--- src/rtl/mtsf_pkg.sv ---
// ----------------------------------------------------------------------------
// mtsf_pkg
// Shared constants, byte classes and controller/datapath handshake types for
// the multi-token substring filter.
// ----------------------------------------------------------------------------
package mtsf_pkg;

  localparam int MAX_TOKENS_DEF = 8;
  localparam int TOKEN_LEN_DEF  = 32;

  localparam int             LIMIT_W   = 4;
  localparam logic [LIMIT_W-1:0] LIMIT_RST = 4'd8;
  localparam int             CNT_OUT_W = 4;

  localparam logic OP_QUERY   = 1'b0;
  localparam logic OP_NAME    = 1'b1;
  localparam logic KIND_QUERY = 1'b0;
  localparam logic KIND_NAME  = 1'b1;

  localparam logic [7:0] CH_NUL   = 8'h00;
  localparam logic [7:0] CH_TAB   = 8'h09;
  localparam logic [7:0] CH_CR    = 8'h0D;
  localparam logic [7:0] CH_SPACE = 8'h20;
  localparam logic [7:0] CH_DASH  = 8'h2D;
  localparam logic [7:0] CH_UNDER = 8'h5F;
  localparam logic [7:0] CH_UP_A  = 8'h41;
  localparam logic [7:0] CH_UP_Z  = 8'h5A;
  localparam logic [7:0] CASE_BIT = 8'h20;

  // Token separators: NUL, space, tab..carriage return, dash, underscore.
  function automatic logic is_split(input logic [7:0] c);
    return (c == CH_NUL) || (c == CH_SPACE) || (c inside {[CH_TAB:CH_CR]}) ||
           (c == CH_DASH) || (c == CH_UNDER);
  endfunction

  function automatic logic [7:0] to_lower(input logic [7:0] c);
    logic [7:0] r;
    r = c;
    if (c inside {[CH_UP_A:CH_UP_Z]}) begin
      r = c | CASE_BIT;
    end
    return r;
  endfunction

  typedef struct packed {
    logic q_open;   // take a query word
    logic q_close;  // close token / report query
    logic n_open;   // take a name word into the window
    logic n_scan;   // read one token row per cycle
    logic n_fin;    // scan complete this cycle
    logic last;     // word was marked last
  } dp_cmd_t;

  typedef struct packed {
    logic scan_end;
  } dp_sts_t;

endpackage

--- src/rtl/mtsf_ram.sv ---
// ----------------------------------------------------------------------------
// mtsf_ram
// Generic single write port, single read port RAM with registered read data.
// ----------------------------------------------------------------------------
module mtsf_ram #(
  parameter int WIDTH = 8,
  parameter int DEPTH = 8,
  localparam int AW = (DEPTH > 1) ? $clog2(DEPTH) : 1
) (
  input  logic             clk,
  input  logic             we,
  input  logic [AW-1:0]    waddr,
  input  logic [WIDTH-1:0] wdata,
  input  logic             re,
  input  logic [AW-1:0]    raddr,
  output logic [WIDTH-1:0] rdata
);

  logic [WIDTH-1:0] mem_r [DEPTH];
  logic [WIDTH-1:0] rdata_r;

  always_ff @(posedge clk) begin
    if (we) begin
      mem_r[waddr] <= wdata;
    end
    if (re) begin
      rdata_r <= mem_r[raddr];
    end
  end

  assign rdata = rdata_r;

endmodule

--- src/rtl/mtsf_ctrl.sv ---
// ----------------------------------------------------------------------------
// mtsf_ctrl
// Sequencer: accepts a word, then runs the query close step or the token scan.
// ----------------------------------------------------------------------------
module mtsf_ctrl (
  input  logic              clk,
  input  logic              rst_n,
  input  logic              start,
  input  logic              in_op,
  input  logic              in_last,
  input  mtsf_pkg::dp_sts_t sts,
  output logic              busy,
  output mtsf_pkg::dp_cmd_t cmd
);

  localparam logic [1:0] S_IDLE   = 2'd0;
  localparam logic [1:0] S_QCLOSE = 2'd1;
  localparam logic [1:0] S_NSCAN  = 2'd2;

  logic [1:0] state_r, state_nxt;
  logic       last_r, last_nxt;
  logic       accept;

  assign accept = start && (state_r == S_IDLE);
  assign busy   = (state_r != S_IDLE);

  always_comb begin
    state_nxt = state_r;
    last_nxt  = last_r;
    case (state_r)
      S_IDLE: begin
        if (start) begin
          last_nxt  = in_last;
          state_nxt = (in_op == mtsf_pkg::OP_NAME) ? S_NSCAN : S_QCLOSE;
        end
      end
      S_QCLOSE: begin
        state_nxt = S_IDLE;
      end
      S_NSCAN: begin
        if (sts.scan_end) begin
          state_nxt = S_IDLE;
        end
      end
      default: begin
        state_nxt = S_IDLE;
      end
    endcase
  end

  always_comb begin
    cmd.q_open  = accept && (in_op == mtsf_pkg::OP_QUERY);
    cmd.n_open  = accept && (in_op == mtsf_pkg::OP_NAME);
    cmd.q_close = (state_r == S_QCLOSE);
    cmd.n_scan  = (state_r == S_NSCAN);
    cmd.n_fin   = (state_r == S_NSCAN) && sts.scan_end;
    cmd.last    = last_r;
  end

  always_ff @(posedge clk) begin
    if (!rst_n) begin
      state_r <= S_IDLE;
      last_r  <= 1'b0;
    end else begin
      state_r <= state_nxt;
      last_r  <= last_nxt;
    end
  end

endmodule

--- src/rtl/mtsf_dp.sv ---
// ----------------------------------------------------------------------------
// mtsf_dp
// Datapath: token builder, token row RAM, name window, per-token compare and
// result registers.
// ----------------------------------------------------------------------------
module mtsf_dp #(
  parameter int MAX_TOKENS = mtsf_pkg::MAX_TOKENS_DEF,
  parameter int TOKEN_LEN  = mtsf_pkg::TOKEN_LEN_DEF
) (
  input  logic                           clk,
  input  logic                           rst_n,
  input  mtsf_pkg::dp_cmd_t              cmd,
  output mtsf_pkg::dp_sts_t              sts,
  input  logic [7:0]                     in_char_byte,
  input  logic                           cfg_we,
  input  logic [mtsf_pkg::LIMIT_W-1:0]   cfg_wdata,
  output logic                           out_valid,
  output logic                           out_result_kind,
  output logic [mtsf_pkg::CNT_OUT_W-1:0] out_token_count,
  output logic                           out_all_found
);

  localparam int WIN_LEN = TOKEN_LEN - 1;
  localparam int LEN_W   = $clog2(TOKEN_LEN);
  localparam int CNT_W   = $clog2(MAX_TOKENS + 1);
  localparam int IDX_W   = (MAX_TOKENS > 1) ? $clog2(MAX_TOKENS) : 1;
  localparam int ROW_W   = LEN_W + WIN_LEN * 8;
  localparam int CW      = mtsf_pkg::CNT_OUT_W;
  localparam int LW      = mtsf_pkg::LIMIT_W;

  // Control state
  logic [LW-1:0]         limit_r, limit_nxt;
  logic                  closed_r, closed_nxt;
  logic [CNT_W-1:0]      stored_r, stored_nxt;
  logic [LEN_W-1:0]      pos_r, pos_nxt;
  logic                  split_r, split_nxt;
  logic [LEN_W-1:0]      fill_r, fill_nxt;
  logic [MAX_TOKENS-1:0] found_r, found_nxt;
  logic [CNT_W-1:0]      scan_t_r, scan_t_nxt;
  logic                  rd_v_r, rd_v_nxt;
  logic                  out_valid_r, out_valid_nxt;

  // Payload
  logic [7:0]            tok_buf_r [WIN_LEN];
  logic [7:0]            tok_buf_nxt [WIN_LEN];
  logic [7:0]            win_r [WIN_LEN];
  logic [7:0]            win_nxt [WIN_LEN];
  logic [IDX_W-1:0]      rd_idx_r, rd_idx_nxt;
  logic                  out_kind_r, out_kind_nxt;
  logic [CW-1:0]         out_cnt_r, out_cnt_nxt;
  logic                  out_all_r, out_all_nxt;

  // Combinational helpers
  logic [CNT_W-1:0]      eff_lim;
  logic [CNT_W-1:0]      stored_b;
  logic [LEN_W-1:0]      pos_b;
  logic                  do_close;
  logic [MAX_TOKENS-1:0] live_mask;
  logic                  hit;
  logic                  ram_we, ram_re;
  logic [ROW_W-1:0]      ram_wdata, ram_rdata;
  logic [LEN_W-1:0]      rd_len;

  mtsf_ram #(
    .WIDTH (ROW_W),
    .DEPTH (MAX_TOKENS)
  ) u_tok_ram (
    .clk   (clk),
    .we    (ram_we),
    .waddr (stored_r[IDX_W-1:0]),
    .wdata (ram_wdata),
    .re    (ram_re),
    .raddr (scan_t_r[IDX_W-1:0]),
    .rdata (ram_rdata)
  );

  always_comb begin
    if (32'(limit_r) > 32'(MAX_TOKENS)) begin
      eff_lim = CNT_W'(MAX_TOKENS);
    end else begin
      eff_lim = CNT_W'(limit_r);
    end
  end

  // Row layout: length on top, token bytes newest-first below.
  always_comb begin
    ram_wdata[ROW_W-1 -: LEN_W] = pos_r;
    for (int k = 0; k < WIN_LEN; k++) begin
      ram_wdata[k*8 +: 8] = tok_buf_r[k];
    end
  end

  assign rd_len = ram_rdata[ROW_W-1 -: LEN_W];

  // Token bytes and window are both newest-first, so position k lines up.
  always_comb begin
    hit = (rd_len != '0) && (rd_len <= fill_r);
    for (int k = 0; k < WIN_LEN; k++) begin
      if ((LEN_W'(k) < rd_len) && (ram_rdata[k*8 +: 8] != win_r[k])) begin
        hit = 1'b0;
      end
    end
  end

  always_comb begin
    for (int i = 0; i < MAX_TOKENS; i++) begin
      live_mask[i] = (CNT_W'(i) < stored_r);
    end
  end

  assign sts.scan_end = (scan_t_r == stored_r);

  always_comb begin
    limit_nxt     = limit_r;
    closed_nxt    = closed_r;
    stored_nxt    = stored_r;
    pos_nxt       = pos_r;
    split_nxt     = split_r;
    fill_nxt      = fill_r;
    found_nxt     = found_r;
    scan_t_nxt    = scan_t_r;
    rd_v_nxt      = 1'b0;
    out_valid_nxt = 1'b0;
    tok_buf_nxt   = tok_buf_r;
    win_nxt       = win_r;
    rd_idx_nxt    = rd_idx_r;
    out_kind_nxt  = out_kind_r;
    out_cnt_nxt   = out_cnt_r;
    out_all_nxt   = out_all_r;
    ram_we        = 1'b0;
    ram_re        = 1'b0;
    stored_b      = closed_r ? '0 : stored_r;
    pos_b         = closed_r ? '0 : pos_r;
    do_close      = (split_r || cmd.last) && (pos_r != '0) && (stored_r < eff_lim);

    if (cfg_we) begin
      limit_nxt = cfg_wdata;
    end

    // Flag the token whose row came back this cycle
    if (rd_v_r && hit) begin
      found_nxt[rd_idx_r] = 1'b1;
    end

    if (cmd.q_open) begin
      if (closed_r) begin
        stored_nxt = '0;
        pos_nxt    = '0;
        found_nxt  = '0;
      end
      closed_nxt = 1'b0;
      split_nxt  = mtsf_pkg::is_split(in_char_byte);
      if (!mtsf_pkg::is_split(in_char_byte) && (stored_b < eff_lim) &&
          (pos_b < LEN_W'(WIN_LEN))) begin
        tok_buf_nxt[0] = mtsf_pkg::to_lower(in_char_byte);
        for (int k = 1; k < WIN_LEN; k++) begin
          tok_buf_nxt[k] = tok_buf_r[k-1];
        end
        pos_nxt = pos_b + 1'b1;
      end
    end

    if (cmd.q_close) begin
      if (do_close) begin
        ram_we     = 1'b1;
        stored_nxt = stored_r + 1'b1;
        pos_nxt    = '0;
      end
      if (cmd.last) begin
        pos_nxt       = '0;
        closed_nxt    = 1'b1;
        out_valid_nxt = 1'b1;
        out_kind_nxt  = mtsf_pkg::KIND_QUERY;
        out_cnt_nxt   = CW'(stored_nxt);
        out_all_nxt   = 1'b0;
      end
    end

    if (cmd.n_open) begin
      win_nxt[0] = in_char_byte;
      for (int k = 1; k < WIN_LEN; k++) begin
        win_nxt[k] = win_r[k-1];
      end
      if (fill_r != LEN_W'(WIN_LEN)) begin
        fill_nxt = fill_r + 1'b1;
      end
      scan_t_nxt = '0;
    end

    if (cmd.n_scan && (scan_t_r != stored_r)) begin
      ram_re     = 1'b1;
      rd_v_nxt   = 1'b1;
      rd_idx_nxt = scan_t_r[IDX_W-1:0];
      scan_t_nxt = scan_t_r + 1'b1;
    end

    if (cmd.n_fin && cmd.last) begin
      out_valid_nxt = 1'b1;
      out_kind_nxt  = mtsf_pkg::KIND_NAME;
      out_cnt_nxt   = CW'(stored_r);
      out_all_nxt   = &(found_nxt | ~live_mask);
      fill_nxt      = '0;
      found_nxt     = '0;
    end
  end

  always_ff @(posedge clk) begin
    if (!rst_n) begin
      limit_r     <= mtsf_pkg::LIMIT_RST;
      closed_r    <= 1'b1;
      stored_r    <= '0;
      pos_r       <= '0;
      split_r     <= 1'b0;
      fill_r      <= '0;
      found_r     <= '0;
      scan_t_r    <= '0;
      rd_v_r      <= 1'b0;
      out_valid_r <= 1'b0;
    end else begin
      limit_r     <= limit_nxt;
      closed_r    <= closed_nxt;
      stored_r    <= stored_nxt;
      pos_r       <= pos_nxt;
      split_r     <= split_nxt;
      fill_r      <= fill_nxt;
      found_r     <= found_nxt;
      scan_t_r    <= scan_t_nxt;
      rd_v_r      <= rd_v_nxt;
      out_valid_r <= out_valid_nxt;
    end
  end

  always_ff @(posedge clk) begin
    tok_buf_r  <= tok_buf_nxt;
    win_r      <= win_nxt;
    rd_idx_r   <= rd_idx_nxt;
    out_kind_r <= out_kind_nxt;
    out_cnt_r  <= out_cnt_nxt;
    out_all_r  <= out_all_nxt;
  end

  assign out_valid       = out_valid_r;
  assign out_result_kind = out_kind_r;
  assign out_token_count = out_cnt_r;
  assign out_all_found   = out_all_r;

endmodule

--- src/rtl/multi_token_substring_filter_core.sv ---
// ----------------------------------------------------------------------------
// multi_token_substring_filter_core
// Splits query text into lowercased tokens and checks that a name holds every
// stored token as a substring.
// ----------------------------------------------------------------------------
//  channel  | ports                                         | handshake
//  ---------+-----------------------------------------------+-----------------
//  input    | in_op, in_char_byte, in_last                  | start && !busy
//  result   | out_result_kind, out_token_count, out_all_found | out_valid strobe
//  config   | cfg_wdata (token_limit)                       | cfg_we
//
// A query word runs the query close step; a name word runs the token scan,
// in which the token RAM returns one token row per cycle for compare against
// the name window, over every stored token.
// A result is shown for one cycle on the clock after the word's last step.
// Reset is synchronous on rst_n; the token RAM holds no reset and is not swept.
// The receiver cannot stall; out_valid is a single-cycle strobe.
// ----------------------------------------------------------------------------
module multi_token_substring_filter_core #(
  parameter int MAX_TOKENS = mtsf_pkg::MAX_TOKENS_DEF,
  parameter int TOKEN_LEN  = mtsf_pkg::TOKEN_LEN_DEF
) (
  input  logic                           clk,
  input  logic                           rst_n,
  input  logic                           start,
  output logic                           busy,
  input  logic                           in_op,
  input  logic [7:0]                     in_char_byte,
  input  logic                           in_last,
  output logic                           out_valid,
  output logic                           out_result_kind,
  output logic [mtsf_pkg::CNT_OUT_W-1:0] out_token_count,
  output logic                           out_all_found,
  input  logic                           cfg_we,
  input  logic [mtsf_pkg::LIMIT_W-1:0]   cfg_wdata
);

  mtsf_pkg::dp_cmd_t cmd;
  mtsf_pkg::dp_sts_t sts;

  mtsf_ctrl u_ctrl (
    .clk     (clk),
    .rst_n   (rst_n),
    .start   (start),
    .in_op   (in_op),
    .in_last (in_last),
    .sts     (sts),
    .busy    (busy),
    .cmd     (cmd)
  );

  mtsf_dp #(
    .MAX_TOKENS (MAX_TOKENS),
    .TOKEN_LEN  (TOKEN_LEN)
  ) u_dp (
    .clk             (clk),
    .rst_n           (rst_n),
    .cmd             (cmd),
    .sts             (sts),
    .in_char_byte    (in_char_byte),
    .cfg_we          (cfg_we),
    .cfg_wdata       (cfg_wdata),
    .out_valid       (out_valid),
    .out_result_kind (out_result_kind),
    .out_token_count (out_token_count),
    .out_all_found   (out_all_found)
  );

endmodule

--- config.mk ---
export PLATFORM = sky130hd
export DESIGN_NAME = multi_token_substring_filter_core
export DESIGN_NICKNAME = d
export VERILOG_FILES = /design/src/rtl/mtsf_pkg.sv /design/src/rtl/mtsf_ram.sv /design/src/rtl/mtsf_ctrl.sv /design/src/rtl/mtsf_dp.sv /design/src/rtl/multi_token_substring_filter_core.sv
export SDC_FILE = /design/constraint.sdc
export NUM_CORES = 2
export LEC_CHECK = 0
export BUFFER_PORTS_ARGS = -buffer_cell sky130_fd_sc_hd__buf_2
export CORE_MARGIN = 2
export CORE_UTILIZATION = 55
export CTS_CLUSTER_SIZE = 40
export DETAILED_ROUTE_END_ITERATION = 7
export MAX_ROUTING_LAYER = met4
export PLACE_DENSITY_LB_ADDON = 0.15
export SLEW_MARGIN = 0
export SYNTH_ARGS = -nofsm -noshare
export SYNTH_HDL_FRONTEND = slang
export SYNTH_SLANG_ARGS = --single-unit
--- constraint.sdc ---
create_clock -name clk -period 74.7 [get_ports clk]
set_input_delay 14.94 -clock clk [delete_from_list [all_inputs] [get_ports clk]]
set_output_delay 14.94 -clock clk [all_outputs]
set_load 0.01 [all_outputs]
# [Word level (Yosys, flattened, before mapping)]
# Memory sizes are Yosys's and may differ from the RTL's. A register that Yosys moved wholly into a read port is not among the register bits.
# Cells that the tools add are included.
[totals] latch_bits=0 reg_bits=542 wordCells=318 ramBits=2024 mem_count=1 out_inout_bits=8 romBits=0
[op_classes] n_div=0 n_bitwise=5 muxes=70 eq_ne=41 n_reduce_logical=68 mul=0 n_lt_le_gt_ge=50 n_addsub=4 n_shift=0
[memory_table] name="u_dp.u_tok_ram.mem_r" words=8 word_bits=253 read_ports=1 rd_ports_with_merged_regs=1 write_ports=1 line_no="mtsf_ram.sv:19" text="logic [WIDTH-1:0] mem_r [DEPTH];"
[ops] operator="$ne 8x8->1" n=31
[ops] operator="$lt 5x5->1 const A" n=15
[ops] operator="$logic_and 1x1->1" n=46
[ops] operator="$mux 1" n=46
[ops] operator="$lt 4x5->1 const A" n=8
[ops] operator="$mux 4" n=10
[ops] operator="$mux 5" n=6
[ops] operator="$mux 8" n=3
[ops] operator="$lt 3x5->1 const A" n=4
[ops] operator="$eq 8x6->1 const B" n=2
[ops] operator="$lt 3x4->1 const A" n=4
[ops] operator="$or 8x8->8" n=2
[ops] operator="$reduce_and 2->1" n=6
[ops] operator="$add 5x1->5 const B" n=2
[ops] operator="$lt 1x5->1 const A" n=2
[ops] operator="$lt 2x5->1 const A" n=2
[ops] operator="$reduce_bool 5->1" n=2
[ops] operator="$add 4x1->4 const B" n=2
[ops] operator="$eq 8x7->1 const B" n=1
[ops] operator="$ge 8x4->1 const B" n=1
[ops] operator="$ge 8x7->1 const B" n=1
[ops] operator="$le 8x4->1 const B" n=1
[ops] operator="$le 8x7->1 const B" n=1
[ops] operator="$logic_not 8->1" n=1
[ops] operator="other kinds (25)" n=39

# [Logic depth before layout (Yosys ltp)]
[logic_depth] ltp_word=40 depth_mapped=13

# [By module]
# From an unflattened synthesis, not the netlist that was laid out.
[unflattened] cells_unflattened=4395 area_unflattened_um2=104152.4
[by_module_without_submodules] module="mtsf_ram" n_inst=1 seq_area_each_um2=68375.6 area_each_um2=83523.9 cells_each=3189
[by_module_without_submodules] module="mtsf_dp" n_inst=1 seq_area_each_um2=15835.2 area_each_um2=20457.1 cells_each=1186
[by_module_without_submodules] module="mtsf_ctrl" n_inst=1 seq_area_each_um2=60.1 area_each_um2=171.4 cells_each=20

# [Worst setup path before layout]
# OpenSTA, ideal clock, no wires.
[synth_timing] path_type="input port to flip-flop" from="input in_char_byte[5]" to="register u_dp.pos_r[1]" n_path_buf=0 cell_stages=8 setup_time_ns=0.122 arrival_ns=35.771 slack_ns=38.807 path_cell_list="inv_1 > maj3_1 > a21oi_1 > o32a_1 > o32ai_1 > a211oi_1 > a22oi_1 > nor2_1"
[synth_between] elab_chain_cells=13 elab_cells_between_ends=19
[synth_rtl] item="from (decl)" line_no="multi_token_substring_filter_core.sv:28" text="input logic [7:0] in_char_byte,"
[synth_rtl] item="$ge 8x4->1 (tied with other cells)" line_no="mtsf_pkg.sv:32" text="return (c == CH_NUL) || (c == CH_SPACE) || (c inside {[CH_TAB:CH_CR]}) ||"
[synth_rtl] item="$logic_and 1x1->1 / $logic_or 1x1->1 (equally long branches)" line_no="mtsf_pkg.sv:32"
[synth_rtl] item="$logic_or 1x1->1 (2 in series)" line_no="mtsf_pkg.sv:32"
[synth_rtl] item="$logic_or 1x1->1 (*)" line_no="mtsf_pkg.sv:33" text="(c == CH_DASH) || (c == CH_UNDER);"
[synth_rtl] item="$logic_not 1->1 (*)" line_no="mtsf_dp.sv:153" text="if (!mtsf_pkg::is_split(in_char_byte) && (stored_b < eff_lim) &&"
[synth_rtl] item="$logic_and 1x1->1 (*) (2 in series)" line_no="mtsf_dp.sv:153"
[synth_rtl] item="$mux 5 (*)" line_no="mtsf_dp.sv:153"
[synth_rtl] item="$mux 5 (*)" line_no="mtsf_dp.sv:145" text="if (cmd.q_open) begin"
[synth_rtl] item="$mux 5" line_no="mtsf_dp.sv:164" text="if (do_close) begin"
[synth_rtl] item="$mux 5" line_no="mtsf_dp.sv:169" text="if (cmd.last) begin"
[synth_rtl] item="$mux 5 (*)" line_no="mtsf_dp.sv:163" text="if (cmd.q_close) begin"
[synth_rtl] item="to (signal assigned)" line_no="mtsf_dp.sv:223" text="pos_r <= pos_nxt;"
[synth_rtl] item="to (decl)" line_no="mtsf_dp.sv:35" text="logic [LEN_W-1:0] pos_r, pos_nxt;"
# Every way passes the cells marked *; elsewhere a longest branch is shown, timed or not.
# A chain may end at the register's enable or synchronous reset.

# [Worst setup path after layout]
[layout_timing] from="input in_char_byte[5]" to="register u_dp.tok_buf_r (netlist bit u_dp.ram_wdata[47]), enable pin"
[layout_between] elab_chain_cells=9 elab_cells_between_ends=15
[layout_rtl] item="$ge 8x4->1 (tied with other cells)" line_no="mtsf_pkg.sv:32"
[layout_rtl] item="$logic_and 1x1->1 / $logic_or 1x1->1 (equally long branches)" line_no="mtsf_pkg.sv:32"
[layout_rtl] item="$logic_or 1x1->1 (2 in series)" line_no="mtsf_pkg.sv:32"
[layout_rtl] item="$logic_or 1x1->1 (*)" line_no="mtsf_pkg.sv:33"
[layout_rtl] item="$logic_not 1->1 (*)" line_no="mtsf_dp.sv:153"
[layout_rtl] item="$logic_and 1x1->1 (*) (2 in series)" line_no="mtsf_dp.sv:153"
[layout_rtl] item="$reduce_and 2->1 (no source line) (*)"
[layout_rtl] item="to (signal assigned)" line_no="mtsf_dp.sv:234" text="tok_buf_r <= tok_buf_nxt;"
[layout_rtl] item="to (decl)" line_no="mtsf_dp.sv:44" text="logic [7:0] tok_buf_r [WIN_LEN];"
# Marked as above.

==> flow_summary.yaml <==
clock_network:
  cts_buffers: 297
  cts_setup_buffers: 0
  tritoncts_num_sinks: 2819
  insertion_delay_ns: 0.92
  cts_hold_buf: 0
  ctsResizeCount: 0
  clkTransAtPathRegs_ns: 0.06
  clockBufferDepth: 4
  root_buffer: "clkbuf_16"
  htreeDepth: 5
  cts_tree: "done"
final_layout:
  fill_cells: 12600
  multi_input_area_um2: 18900
  post-route-util_pct: 61.9
  area_growth_pct: 11.8
  final_nets: 4658
  drive_gt1_share_pct: 26.3
  regArea_um2: 84300
critical_path:
  critPathArrivalTime_ns: 18.52
  critPathMaxFanout: 54
  required_ns: 75.21
  cp-start-kind: "primary input"
  critical_path_class: "primary input to flop"
  end_kind: "flop"
job:
  cap_violations: 0
global_routing:
  antenna_found_initial: 4
  grt_usage_pct: 22.7
  grt_pass1_wl_mm: 310
  grt_pass1_vias: 46400
  grt.overflow.total: 0
  grt_start_max_net_pins: 127
power_and_ir_drop:
  p_leak_nw: 35.3
  powerDensity_nw_per_um2: 27.2
  ir_worst_vdd_mv: 0.0219
timing:
  worst_slack_ns: 56.69
  slew-limit-headroom_pct: 20.8
  max_freq_ghz: 0.0555
  finalSetupTns_ns: 0
  worst_pin_slew_ns: 1.18
  setup_violations: 0
  skew_ns: 0.0450
  grt_setup_unrepaired: "no"
  finalCriticalPeriod_ns: 18.01
  finalMaxSlewViolations: 0
  period_share_pct: 24.1
  hold_viol: 0
die:
  start_util_pct: 55.3
  die_y_um: 438
  ios: 26
  fp.dieArea_um2: 192000
  row_count: 159
  core_area_um2: 188000
  die_w_um: 438
routing:
  route.detailed.drc: 0
  wirelength_mm: 208
  post_drt_wl_per_cell_um: 28.5
  first_pass_iters: 5
  via_count: 44300
  drtAntennaViolNets: 0
  drt-initial-drc-count: 4241
  viasPerCell: 6.06
yosys:
  avgSynthCellArea_um2: 23.7
  yosysMostFrequentCell: "edfxtp_1"
  synth.distinct_cells: 70
  synth_top_area_share_pct: 80.4
  synthTopCellsByArea: "edfxtp_1 80%, mux4_2 11%, mux2_2 2.7%"
  synth_common_cells: "2,781 x edfxtp_1, 506 x mux4_2, 253 x mux2_2"
  synthCells: 4385
  seq_area_frac_synth_pct: 81.2
  synthesis.area_um2: 104000
  yosys_register_bits: 2819
  ys_warn_count: 0
  syn-num-nets: 4420
  synth_area_leader_cell: "edfxtp_1"
  async_flop_share_pct: 0
  synth-edff-count: 2781
  synthFlopType: "edfxtp_1"
place:
  io_buffers: 25
  place.gp.congestion: 0.807
  dp_slack_ns: 55.70
  place_hpwl_mm: 104
outcome:
  status: "complete, no violations"
worst_hold_path:
  hold_class: "flop to flop"
cells by family after synthesis:
group | Yosys count | synth area share [%]
buf+inv | 183 | 0.673
flops | 2819 | 81.2
compound gates | 103 | 0.704
simple gates | 236 | 1.25
mux | 767 | 13.8
fa+ha+maj | 18 | 0.215
xor+xnor | 259 | 2.19
final timing paths:
kind | endpoint | depth (start not counted) | from | slack (ns)
worst max-delay path | u_dp.ram_wdata[47] | 10 | in_char_byte[5] | 56.69
worst min-delay path | u_dp.win_r[74] | 0 | u_dp.win_r[82] | 0.46
worst max register to register | u_dp.u_tok_ram.mem_r[0][179] | 13 | u_dp.stored_r[1] | 68.00
worst min register to register | u_dp.win_r[74] | 0 | u_dp.win_r[82] | 0.46
power breakdown:
group	internal (W)	total, W	switching (W)
registers	0.00175	0.00177	0.0000202
logic	0.00000922	0.0000279	0.0000186
clock network	0.000792	0.00136	0.000566
placed cells by master (no fill, tap or decap), drive strengths merged, types with 15 or more instances in the layout:
| cell type | instances |
|---|---|
| a21oi | 21 |
| buf | 101 |
| bufinv | 17 |
| clkbuf | 358 |
| clkinv | 109 |
| dfxtp | 38 |
| edfxtp | 2781 |
| ha | 17 |
| inv | 23 |
| mux2 | 253 |
| mux4 | 506 |
| nand2 | 49 |
| nand4 | 42 |
| nor2 | 40 |
| nor2b | 15 |
| nor4 | 33 |
| o21ai | 19 |
| xnor2 | 143 |
| xor2 | 116 |
area by class of cell:
cell class / instances / share of cell area, %
sequential: 2819 / 72.6
multi-input combinational: 1383 / 16.3
clock buffer: 358 / 6.67
tap: 2495 / 2.69
clock inverter: 136 / 0.929
timing repair buffer: 101 / 0.750
inverter: 21 / 0.0744
antenna: 2 / 0.00431
routing by layer:
layer / vias to the layer above / global-route usage (%) / part of all wire [%]
met1: 23900 / 31.6 / 43
met3: 385 / 3.07 / 5.2
met5: - / - / 0
met2: 1281 / 35.7 / 49
li1: 18800 / - / -
met4: 0 / 6.76 / 2.7
critical path, stage by stage:
cell and delay, ns:
buf_2 0.12, inv_1 0.06, maj3_1 0.34, a21oi_1 0.14
o32a_1 0.16, o32ai_1 0.18, a211oi_4 0.34, buf_4 0.68
buf_4 0.58, buf_4 0.81
flip-flops by register name, summed over array words and instances, names as in the netlist, 5 cells and up:
signal / flops
u_dp.u_tok_ram.mem_r: 2024
u_dp.u_tok_ram.rdata: 253
u_dp.ram_wdata: 248
u_dp.win_r: 248
u_dp.found_r: 8
u_dp.fill_r: 5
u_dp.pos_r: 5
through the flow:
step	total power, W	hold WS (ns)	std cells	area [um2]
3_3_place_gp	0.00183	0.443	6819	107000
6_report	0.00315	0.456	7315	116000
5_1_grt	0.00325	0.468	7314	116000
2_1_floorplan	0.00182	0.406	4385	104000
3_5_place_dp	0.00183	0.449	6819	107000
4_1_cts	0.00318	0.460	7313	116000
No activity file was read; power rests on OpenSTA's default activity.
